## src/hdl/mexp_pkg.sv

```systemverilog
`default_nettype none

package mexp_pkg;

   // Width of one field on the streaming ports.
   localparam int FIELD_WIDTH = 32;

   // Datapath width; inputs are cut to this many low bits.
   localparam int OPERAND_WIDTH = 32;

   // Width of a counter that walks over the datapath bits.
   localparam int COUNT_WIDTH = $clog2(OPERAND_WIDTH);

   // One request to the shared modular adder: (x + y + cin) mod m,
   // valid when x + y + cin < 2m.
   typedef struct packed {
      logic [OPERAND_WIDTH-1:0] x;
      logic [OPERAND_WIDTH-1:0] y;
      logic                     cin;
      logic [OPERAND_WIDTH-1:0] m;
   } add_req_type;

endpackage

`default_nettype wire

```

## src/hdl/mexp_modadd.sv

```systemverilog
`default_nettype none

module mexp_modadd (
   input  mexp_pkg::add_req_type                  add_req,
   output logic [mexp_pkg::OPERAND_WIDTH-1:0]     add_sum
);
   import mexp_pkg::*;

   localparam int W = OPERAND_WIDTH;

   logic [W:0]   total;
   logic [W+1:0] diff;

   // Full sum and the sum less the modulus side by side; a negative
   // difference means the sum is already reduced.
   always_comb begin
      total = {1'b0, add_req.x} + {1'b0, add_req.y} + {{W{1'b0}}, add_req.cin};
      diff  = {1'b0, total} - {2'b00, add_req.m};
      if (diff[W+1]) begin
         add_sum = total[W-1:0];
      end else begin
         add_sum = diff[W-1:0];
      end
   end

endmodule

`default_nettype wire

```

## src/hdl/modular_exponentiation_core.sv

```systemverilog
// Modular exponentiation core: power_result = base ^ exponent mod modulus.
//
// Request channel (req_): one word carries base, exponent and modulus. The
// core takes a word only while it is idle; req_tready drops for the whole
// computation. Response channel (rsp_): one word per request with the
// result in rsp_tdata and the zero-modulus error flag in rsp_tuser.
//
// All arithmetic runs through one modular adder under a sequencer. The
// base is first reduced by restoring division, one bit per cycle. Each
// exponent bit then takes a step in S_EXP plus up to two add-and-double
// multiplications, each with an accumulate step for a set multiplier bit,
// a doubling step per multiplier bit and a final step. A zero modulus
// goes from idle straight to the output state with a zero result.
//
// The finished result sits in an output register, so a new request is
// taken while an earlier response still waits for rsp_tready. A stalled
// receiver holds rsp_tdata and rsp_tuser steady; the core then waits with
// the next result until the register is free. Synchronous reset returns
// the sequencer to idle and drops rsp_tvalid.
`default_nettype none

module modular_exponentiation_core (
   input  wire                                      clock,
   input  wire                                      reset,
   // base_value [31:0], exponent_value [63:32], modulus_value [95:64]
   input  wire  [3*mexp_pkg::FIELD_WIDTH-1:0]       req_tdata,
   input  wire                                      req_tvalid,
   output logic                                     req_tready,
   // power_result [31:0]
   output logic [mexp_pkg::FIELD_WIDTH-1:0]         rsp_tdata,
   // modulus_error [0]
   output logic [0:0]                               rsp_tuser,
   output logic                                     rsp_tvalid,
   input  wire                                      rsp_tready
);
   import mexp_pkg::*;

   localparam int W  = OPERAND_WIDTH;
   localparam int FW = FIELD_WIDTH;

   localparam logic [2:0] S_IDLE   = 3'd0;
   localparam logic [2:0] S_REDUCE = 3'd1;
   localparam logic [2:0] S_EXP    = 3'd2;
   localparam logic [2:0] S_MUL    = 3'd3;
   localparam logic [2:0] S_OUT    = 3'd4;

   // Which multiplication is running.
   localparam logic SEL_RESULT = 1'b0;
   localparam logic SEL_SQUARE = 1'b1;

   // Adder operand choice.
   localparam logic [1:0] OP_REDUCE = 2'd0;
   localparam logic [1:0] OP_ACCUM  = 2'd1;
   localparam logic [1:0] OP_DOUBLE = 2'd2;

   logic [2:0]             state_ff, state_in;
   logic [W-1:0]           base_ff, base_in;
   logic [W-1:0]           expo_ff, expo_in;
   logic [W-1:0]           mod_ff, mod_in;
   logic [W-1:0]           result_ff, result_in;
   logic [W-1:0]           acc_ff, acc_in;
   logic [W-1:0]           mula_ff, mula_in;
   logic [W-1:0]           mulb_ff, mulb_in;
   logic [COUNT_WIDTH-1:0] count_ff, count_in;
   logic                   phase_ff, phase_in;
   logic                   sel_ff, sel_in;
   logic                   err_ff, err_in;
   logic                   rsp_valid_ff, rsp_valid_in;
   logic [FW-1:0]          rsp_data_ff, rsp_data_in;
   logic                   rsp_err_ff, rsp_err_in;

   logic [1:0]             add_op;
   add_req_type            add_req;
   logic [W-1:0]           add_sum;
   logic [W-1:0]           req_base;
   logic [W-1:0]           req_expo;
   logic [W-1:0]           req_mod;

   // Input fields cut to the datapath width.
   assign req_base = W'(req_tdata[FW-1:0]);
   assign req_expo = W'(req_tdata[2*FW-1:FW]);
   assign req_mod  = W'(req_tdata[3*FW-1:2*FW]);

   // Operand selection for the shared adder.
   always_comb begin
      add_op = OP_REDUCE;
      if (state_ff == S_MUL) begin
         if (!phase_ff && mulb_ff[0]) begin
            add_op = OP_ACCUM;
         end else begin
            add_op = OP_DOUBLE;
         end
      end
   end

   always_comb begin
      add_req.m   = mod_ff;
      add_req.cin = 1'b0;
      case (add_op)
         OP_ACCUM: begin
            add_req.x = acc_ff;
            add_req.y = mula_ff;
         end
         OP_DOUBLE: begin
            add_req.x = mula_ff;
            add_req.y = mula_ff;
         end
         default: begin
            add_req.x   = acc_ff;
            add_req.y   = acc_ff;
            add_req.cin = base_ff[W-1];
         end
      endcase
   end

   mexp_modadd u_modadd (
      .add_req (add_req),
      .add_sum (add_sum)
   );

   // Sequencer.
   always_comb begin
      state_in     = state_ff;
      base_in      = base_ff;
      expo_in      = expo_ff;
      mod_in       = mod_ff;
      result_in    = result_ff;
      acc_in       = acc_ff;
      mula_in      = mula_ff;
      mulb_in      = mulb_ff;
      count_in     = count_ff;
      phase_in     = phase_ff;
      sel_in       = sel_ff;
      err_in       = err_ff;
      rsp_valid_in = rsp_valid_ff;
      rsp_data_in  = rsp_data_ff;
      rsp_err_in   = rsp_err_ff;

      // The receiver took the waiting word.
      if (rsp_valid_ff && rsp_tready) begin
         rsp_valid_in = 1'b0;
      end

      unique case (state_ff)
         S_IDLE: begin
            if (req_tvalid) begin
               base_in   = req_base;
               expo_in   = req_expo;
               mod_in    = req_mod;
               result_in = {{(W-1){1'b0}}, 1'b1};
               acc_in    = '0;
               count_in  = COUNT_WIDTH'(W - 1);
               if (req_mod == '0) begin
                  result_in = '0;
                  err_in    = 1'b1;
                  state_in  = S_OUT;
               end else begin
                  err_in    = 1'b0;
                  state_in  = S_REDUCE;
               end
            end
         end

         // Restoring division of the base, most significant bit first.
         S_REDUCE: begin
            acc_in   = add_sum;
            base_in  = {base_ff[W-2:0], 1'b0};
            count_in = count_ff - 1'b1;
            if (count_ff == '0) begin
               base_in  = add_sum;
               state_in = S_EXP;
            end
         end

         // Pick the next multiplication for the current exponent bit, or finish once no exponent bits are left.
         S_EXP: begin
            acc_in   = '0;
            phase_in = 1'b0;
            if (expo_ff == '0) begin
               state_in = S_OUT;
            end else if (expo_ff[0]) begin
               mula_in  = result_ff;
               mulb_in  = base_ff;
               sel_in   = SEL_RESULT;
               state_in = S_MUL;
            end else begin
               mula_in  = base_ff;
               mulb_in  = base_ff;
               sel_in   = SEL_SQUARE;
               state_in = S_MUL;
            end
         end

         // Add-and-double multiplication, multiplier bits low first.
         S_MUL: begin
            if (!phase_ff && mulb_ff == '0) begin
               acc_in   = '0;
               if (sel_ff == SEL_RESULT) begin
                  result_in = acc_ff;
                  if (expo_ff[W-1:1] == '0) begin
                     state_in = S_OUT;
                  end else begin
                     mula_in = base_ff;
                     mulb_in = base_ff;
                     sel_in  = SEL_SQUARE;
                  end
               end else begin
                  base_in  = acc_ff;
                  expo_in  = {1'b0, expo_ff[W-1:1]};
                  state_in = S_EXP;
               end
            end else if (!phase_ff && mulb_ff[0]) begin
               acc_in   = add_sum;
               phase_in = 1'b1;
            end else begin
               mula_in  = add_sum;
               mulb_in  = {1'b0, mulb_ff[W-1:1]};
               phase_in = 1'b0;
            end
         end

         // Hand the result over once the output register is free.
         S_OUT: begin
            if (!rsp_valid_ff || rsp_tready) begin
               rsp_valid_in = 1'b1;
               rsp_data_in  = FW'(result_ff);
               rsp_err_in   = err_ff;
               state_in     = S_IDLE;
            end
         end

         default: begin
            state_in = S_IDLE;
         end
      endcase
   end

   always_ff @(posedge clock) begin
      if (reset) begin
         state_ff     <= S_IDLE;
         rsp_valid_ff <= 1'b0;
      end else begin
         state_ff     <= state_in;
         rsp_valid_ff <= rsp_valid_in;
      end
      base_ff     <= base_in;
      expo_ff     <= expo_in;
      mod_ff      <= mod_in;
      result_ff   <= result_in;
      acc_ff      <= acc_in;
      mula_ff     <= mula_in;
      mulb_ff     <= mulb_in;
      count_ff    <= count_in;
      phase_ff    <= phase_in;
      sel_ff      <= sel_in;
      err_ff      <= err_in;
      rsp_data_ff <= rsp_data_in;
      rsp_err_ff  <= rsp_err_in;
   end

   assign req_tready   = (state_ff == S_IDLE);
   assign rsp_tvalid   = rsp_valid_ff;
   assign rsp_tdata    = rsp_data_ff;
   assign rsp_tuser[0] = rsp_err_ff;

endmodule

`default_nettype wire

```

## config.mk

```make
export PLATFORM = sky130hd
export DESIGN_NAME = modular_exponentiation_core
export DESIGN_NICKNAME = d
export VERILOG_FILES = /design/src/hdl/mexp_pkg.sv /design/src/hdl/mexp_modadd.sv /design/src/hdl/modular_exponentiation_core.sv
export SDC_FILE = /design/constraint.sdc
export NUM_CORES = 1
export LEC_CHECK = 0
export BUFFER_PORTS_ARGS = -buffer_cell sky130_fd_sc_hd__buf_2
export CAP_MARGIN = 5
export CORE_ASPECT_RATIO = 0.6
export CORE_MARGIN = 4
export CORE_UTILIZATION = 55
export CTS_BUF_LIST = sky130_fd_sc_hd__clkbuf_8
export DETAILED_ROUTE_END_ITERATION = 12
export PLACE_DENSITY = 0.77
export RECOVER_POWER = 100
export SLEW_MARGIN = 20
export SYNTH_ARGS = -nofsm -noshare
export SYNTH_HDL_FRONTEND = slang
export SYNTH_SLANG_ARGS = --single-unit
```

## constraint.sdc

```tcl
create_clock -name clock -period 7.1 [get_ports clock]
set_clock_uncertainty 0.2 [all_clocks]
set_input_delay 0.355 -clock clock [delete_from_list [all_inputs] [get_ports clock]]
set_output_delay 0.355 -clock clock [all_outputs]
set_load 0.01 [all_outputs]
```

# After elaboration in Yosys (flattened, before gate mapping)

Cells that the tools add are included.

Flip-flop bits (word level): 269
Logic and storage cells: 125

$add $sub $neg: 4
Equal/unequal tests: 19
Multiplexer cells: 58
Reduce and logical (&&, ||, !) cells: 29

Operators by type and width:

| cell                 | count |
|---|---|
| $mux W32             | 23 |
| $pmux W32 S2         | 4 |
| $pmux W32 S4         | 1 |
| $pmux W64 S2         | 1 |
| $logic_not A32 Y1    | 3 |
| $pmux W32 S3         | 1 |
| $sub A33 B32 Y34     | 1 |
| $add A32 B32 Y33     | 1 |
| $add A33 B1 Y33      | 1 |
| $logic_not A31 Y1    | 1 |
| $mux W3              | 8 |
| $pmux W3 S5          | 1 |
| $ne A2 B2 Y1 const B | 7 |
| $mux W1              | 13 |
| $reduce_and A4 Y1    | 3 |
| $pmux W5 S2          | 1 |
| $reduce_and A5 Y1    | 2 |
| $reduce_and A2 Y1    | 4 |
| $eq A3 B2 Y1 const B | 2 |
| $ne A3 B2 Y1 const B | 2 |
| $ne A3 B3 Y1 const B | 2 |
| $reduce_and A3 Y1    | 2 |
| $reduce_bool A2 Y1   | 3 |
| $logic_not A5 Y1     | 1 |
| other kinds (17)     | 22 |

# Longest topological paths before layout

Depth in word-level cells: 13
Mapped depth: 30
Depth with buffers taken out: 24

# By module

From an unflattened synthesis, not the netlist that was laid out.

Cells, all modules: 1522
Area total of the unflattened synthesis: 15831.4 µm²

Modules (own cells, without submodules):

| module                      | times used | cells an instance | area each (µm²) |
|---|---|---|---|
| modular_exponentiation_core | 1          | 1003              | 11947.7 |
| mexp_modadd                 | 1          | 519               | 3883.7 |

# Worst setup path after synthesis

No wires, ideal clock.

Path type: flip-flop to flip-flop
Start point: reg state_ff[2]
End point: reg mula_ff[0] (enable)
Setup time: 0.565 ns
Data arrival time: 6.013 ns
Required time: 6.335 ns
Path slack: 0.323 ns
Stages on the path, launching flop included: 9
Clock period less this slack: 6.777 ns
Cells stage by stage: dfxtp_1 -> clkbuf_1 -> nand2b_1 -> clkbuf_1 -> nor2_1 -> clkbuf_1 -> clkbuf_1 -> and3_1 -> nor3_1

Cells in the longest elaborated chain, start to end: 3

Ends and longest elaborated chain:

| what                                                  | line                               | text |
|---|---|---|
| start, declared                                       | modular_exponentiation_core.sv:56  | `logic [2:0] state_ff, state_in;` |
| start signal, assigned                                | modular_exponentiation_core.sv:243 | `state_ff <= state_in;` |
| $eq A3 B2 Y1                                          | modular_exponentiation_core.sv:144 | `unique case (state_ff)` |
| $ne A3 B3 Y1 (no source line) (tied with other cells) | -                                  |  |
| $reduce_and A5 Y1 (no source line) (*)                | -                                  |  |
| end signal, assigned                                  | modular_exponentiation_core.sv:251 | `mula_ff <= mula_in;` |
| end, declared                                         | modular_exponentiation_core.sv:62  | `logic [W-1:0] mula_ff, mula_in;` |

Mark *: on every way between the ends. The rest lies on a longest branch, timed or not.
A chain may end at the register's enable or synchronous reset.

# Worst setup path after layout

Start point: reg state_ff[0]
End point: reg base_ff[14] (data pin)

Cells in the longest elaborated chain, start to end: 10

Ends and longest elaborated chain:

| what                                                    | line                                                                  | text |
|---|---|---|
| $eq A3 B2 Y1                                            | modular_exponentiation_core.sv:87, modular_exponentiation_core.sv:144 |  |
| $mux W2                                                 | modular_exponentiation_core.sv:87                                     | `if (state_ff == S_MUL) begin` |
| $eq A2 B2 Y1 / $eq A2 B1 Y1 (equally long branches)     | modular_exponentiation_core.sv:99                                     | `case (add_op)` |
| $pmux W64 S2 / $reduce_or A2 Y1 (equally long branches) | -                                                                     |  |
| $add A32 B32 Y33 / $mux W1 (equally long branches)      | mexp_modadd.sv:17, modular_exponentiation_core.sv:99                  |  |
| $add A33 B1 Y33                                         | mexp_modadd.sv:17                                                     | `total = {1'b0, add_req.x} + {1'b0, add_req.y} + {{W{1'b0}}, add_req.cin};` |
| $sub A33 B32 Y34                                        | mexp_modadd.sv:18                                                     | `diff = {1'b0, total} - {2'b00, add_req.m};` |
| $mux W32                                                | mexp_modadd.sv:19                                                     | `if (diff[W+1]) begin` |
| $mux W32                                                | modular_exponentiation_core.sv:169                                    | `if (count_ff == '0) begin` |
| $pmux W32 S3 (*)                                        | modular_exponentiation_core.sv:144                                    |  |
| via base_in[14]                                         | modular_exponentiation_core.sv:57                                     | `logic [W-1:0] base_ff, base_in;` |
| end signal, assigned                                    | modular_exponentiation_core.sv:246                                    | `base_ff <= base_in;` |
| end, declared                                           | modular_exponentiation_core.sv:57                                     |  |

The timed path passes the listed nets; every way through them passes the cells marked *.

==> results.tsv <==
stage	metric	value	unit
run_status	outcome	finished with violations	
run_status	failing checks	max-capacitance violations, max-slew violations	
floorplan	Ports	135	
clocking	# H-tree levels	2	
critical_path	crit path capture type	flip-flop	
global_routing	global-route wire length before repair	70770	um
critical_path	Worst Path Arrival	7.03	ns
critical_path	Worst Path Required	7.25	ns
floorplan	die area	30910	um2
sta	setup ws final	0.2180	ns
critical_path	crit path kind	flip-flop to flip-flop	
sta	Final Hold Fails	0	
clocking	clk buf depth	3	
critical_path	CP cell instances	inv_1, nor2_2, nand2_2, a21oi_4, buf_4, buf_4, mux2_2, ha_1, a21o_1, a21o_1, a21oi_1, o21bai_1, a21oi_1, o21ai_0, a311oi_2, xnor2_1, ha_2, nand2_1, or4_1, or3_1, o221ai_4, buf_12, mux2_4, a21bo_1	
sta	Final min period	6.882	ns
sta	Slew @ Worst Pin	2.391	ns
final_layout	area grow syn2layout	19.10	%
yosys	Post-synth EDFFs	265	
floorplan	die height	137.8	um
floorplan	number of core rows	47	
critical_path	CP max-delay cell	or4_1	
run	max cap viols	9	
placed_design	PortBufs	134	
final_layout	fin nets	1932	
routing	via density per instance	6.214	
yosys	main area contributors after synthesis	edfxtp_1, nand2_1, ha_1	
routing	final WL	46960	um
yosys	Post-Synthesis Net Count	1691	
critical_path	r2r setup slk	0.22	ns
critical_path	WP buf/inv	4	
sta	final setup fails	0	
routing	drt first pass iters	6	
clocking	CTS tree	yes	
clocking	CTS Buf Count	40	
placed_design	Post-DP HPWL	31800	um
critical_path	CP Max Fanout	20	
sta	Slew Viols, Final	333	
global_routing	number of antenna violations at the first check in global routing	0	
sta	max frequency	145.3	MHz
critical_path	slowest stage delay, CP	0.56	ns
clocking	root buffer cell	clkbuf_8	
yosys	Seq/Total Area, Yosys	0.5205	
critical_path	startpoint types	flip-flop	
routing	Post-DRT Antenna Nets	0	
yosys	yosys warns	0	
yosys	top-area cell type share of the netlist area	0.5153	
yosys	Most used DFF post-synth	edfxtp_1	
global_routing	vias in the first global route	12759	
final_layout	commonest non-fill, non-tap cell in the layout	nand2_1	
routing	wire length per cell	21.72	um
final_layout	FILL cells	2152	
yosys	post-synth cell types	75	
clocking	Clock transition at path regs	0.07	ns
floorplan	die width	224.3	um
routing	via count	13435	
sta	worst slew margin relative to its limit	-0.5937	
critical_path	cell family with most CP delay	compound AO/OA/AOI/OAI gates	
yosys	Synth Instances	1524	
clocking	CTS sink count	269	
global_routing	total track usage	0.2938	
worst_hold_path	Hold/Removal Path Class	input pin to flip-flop	
final_layout	most frequent cells in the layout	nand2_1, edfxtp_1, dlygate4sd3_1	
clocking	clock latency on the worst-skew pair	0.60	ns
floorplan	Core Region	27580	um2
yosys	FFs w/ async S/R, synth	0	
yosys	average instance area after synthesis	10.13	um2
routing	DRT iter0 DRCs	2008	
floorplan	Starting Density	0.5600	
global_routing	global route overflow	0	
yosys	#FFs+latches synth	269	
routing	drt drc	0	
global_routing	pin count of the biggest net entering global routing	68	
placed_design	Routability Congestion	0.9476	
yosys	Synth area leader	edfxtp_1	
yosys	Syn Std Cell Area	15440	um2
final_layout	layout cells sized above 1	0.1315	
sta	Final period util	0.9693	
placed_design	worst slack, placed	-0.03685	ns
-- synth_stat cells (all sizes together), types with 3 or more instances --
cell,n
a211o,4
a211oi,15
a21o,30
a21oi,82
a221oi,34
a22oi,3
a311oi,4
a31oi,14
a32oi,3
and2,37
and3,6
buf,9
clkbuf,56
dfxtp,4
edfxtp,265
fa,3
ha,64
inv,60
mux2,33
mux2i,14
nand2,351
nand2b,13
nand3,14
nand4,11
nor2,94
nor2b,12
nor3,23
nor4,22
o2111ai,3
o211ai,7
o21a,13
o21ai,80
o21bai,5
o221ai,3
o22ai,30
o31ai,7
o41ai,3
or2,7
or3,7
xnor2,30
xor2,24
-- registers in the layout, indices dropped and copies added (netlist names) --
name        flops
rsp_tvalid      1
acc_ff         32
rsp_tdata      32
sel_ff          1
mulb_ff        32
count_ff        5
rsp_tuser       1
phase_ff        1
expo_ff        32
err_ff          1
base_ff        32
mod_ff         32
result_ff      32
mula_ff        32
state_ff        3
-- cells by family after synthesis --
logic type,after synthesis,synth area share
and+or+nand+nor,602,0.1702
DFF,269,0.5205
muxes,47,0.03532
buffers and inverters,125,0.03224
xor gates and xnor gates,54,0.03062
adders and majority gates,67,0.05574
AOI/OAI and AO/OA,360,0.1554
-- timing repair --
| action | in CTS | in global routing |
|---|---|---|
| setup endpoints to repair | 8 | 96 |
| pin swaps | 0 | 4 |
| hold buffers | 97 | 0 |
| resized for setup | 0 | 30 |
| hold endpoints to repair | 98 | 0 |
| buffers inserted | 2 | 2 |
| gates cloned | 0 | 1 |
-- layer usage --
| metal | vias to the layer above | routed length (um) | track usage |
|---|---|---|---|
| li1 | 6085 | - | - |
| met1 | 6429 | 19870 | 0.4210 |
| met2 | 794 | 20820 | 0.4518 |
| met3 | 127 | 4794 | 0.06367 |
| met4 | 0 | 1479 | 0.09215 |
| met5 | - | 0 | 0 |
-- final timing paths --
path / cells past startpoint / start / endpoint
setup / recovery: 24 / state_ff[0]$_SDFFE_PP0P_ / base_ff[14]$_DFFE_PP_
hold / removal: 3 / req_tdata[14] / base_ff[14]$_DFFE_PP_
setup reg to reg: 24 / state_ff[0]$_SDFFE_PP0P_ / base_ff[14]$_DFFE_PP_
hold reg to reg: 0 / err_ff$_DFFE_PP_ / rsp_tuser$_DFFE_PP_
-- per-stage QoR --
stage	cell area (um2)	hold WS, ns	cells	utilization	setup TNS, ns
2_1_floorplan	15440	0.2003	1524	-	0
3_3_place_gp	16610	0.2110	1987	0.6021	0
3_5_place_dp	16610	0.2114	1987	0.6023	-0.08179
4_1_cts	18330	0.01711	2157	0.6645	0
5_1_grt	18390	0.01166	2161	0.6668	-0.07976
6_report	18390	0.03325	2162	0.6669	0
-- area by class of cell --
cell class / count / area, um2 / share of cell area
Clock buffer: 40 / 550.5 / 0.02993
Clock inverter: 31 / 166.4 / 0.009048
Inverter: 60 / 225.2 / 0.01224
Sequential cell: 269 / 8041 / 0.4372
Timing Repair Buffer: 264 / 1858 / 0.1010
Tap cell: 367 / 459.2 / 0.02497
Antenna cell: 1 / 2.502 / 0.0001361
Multi-Input combinational cell: 1130 / 7089 / 0.3854
-- worst register-to-register path: cells and delay by family, from the launching register on --
family                   cells  cell delay [ns]
buffers and inverters        4             0.75
adder cells (fa/ha/maj)      2             0.79
AND/OR/NAND/NOR              5             1.36
multiplexers                 2             0.70
AO/OA/AOI/OAI               10             2.32
flip-flops                   1             0.42
XOR/XNOR                     1             0.11
Power is left out: the tool's default activity adds up to more than one toggle a clock period on the data nets, which glitch-free logic cannot reach.
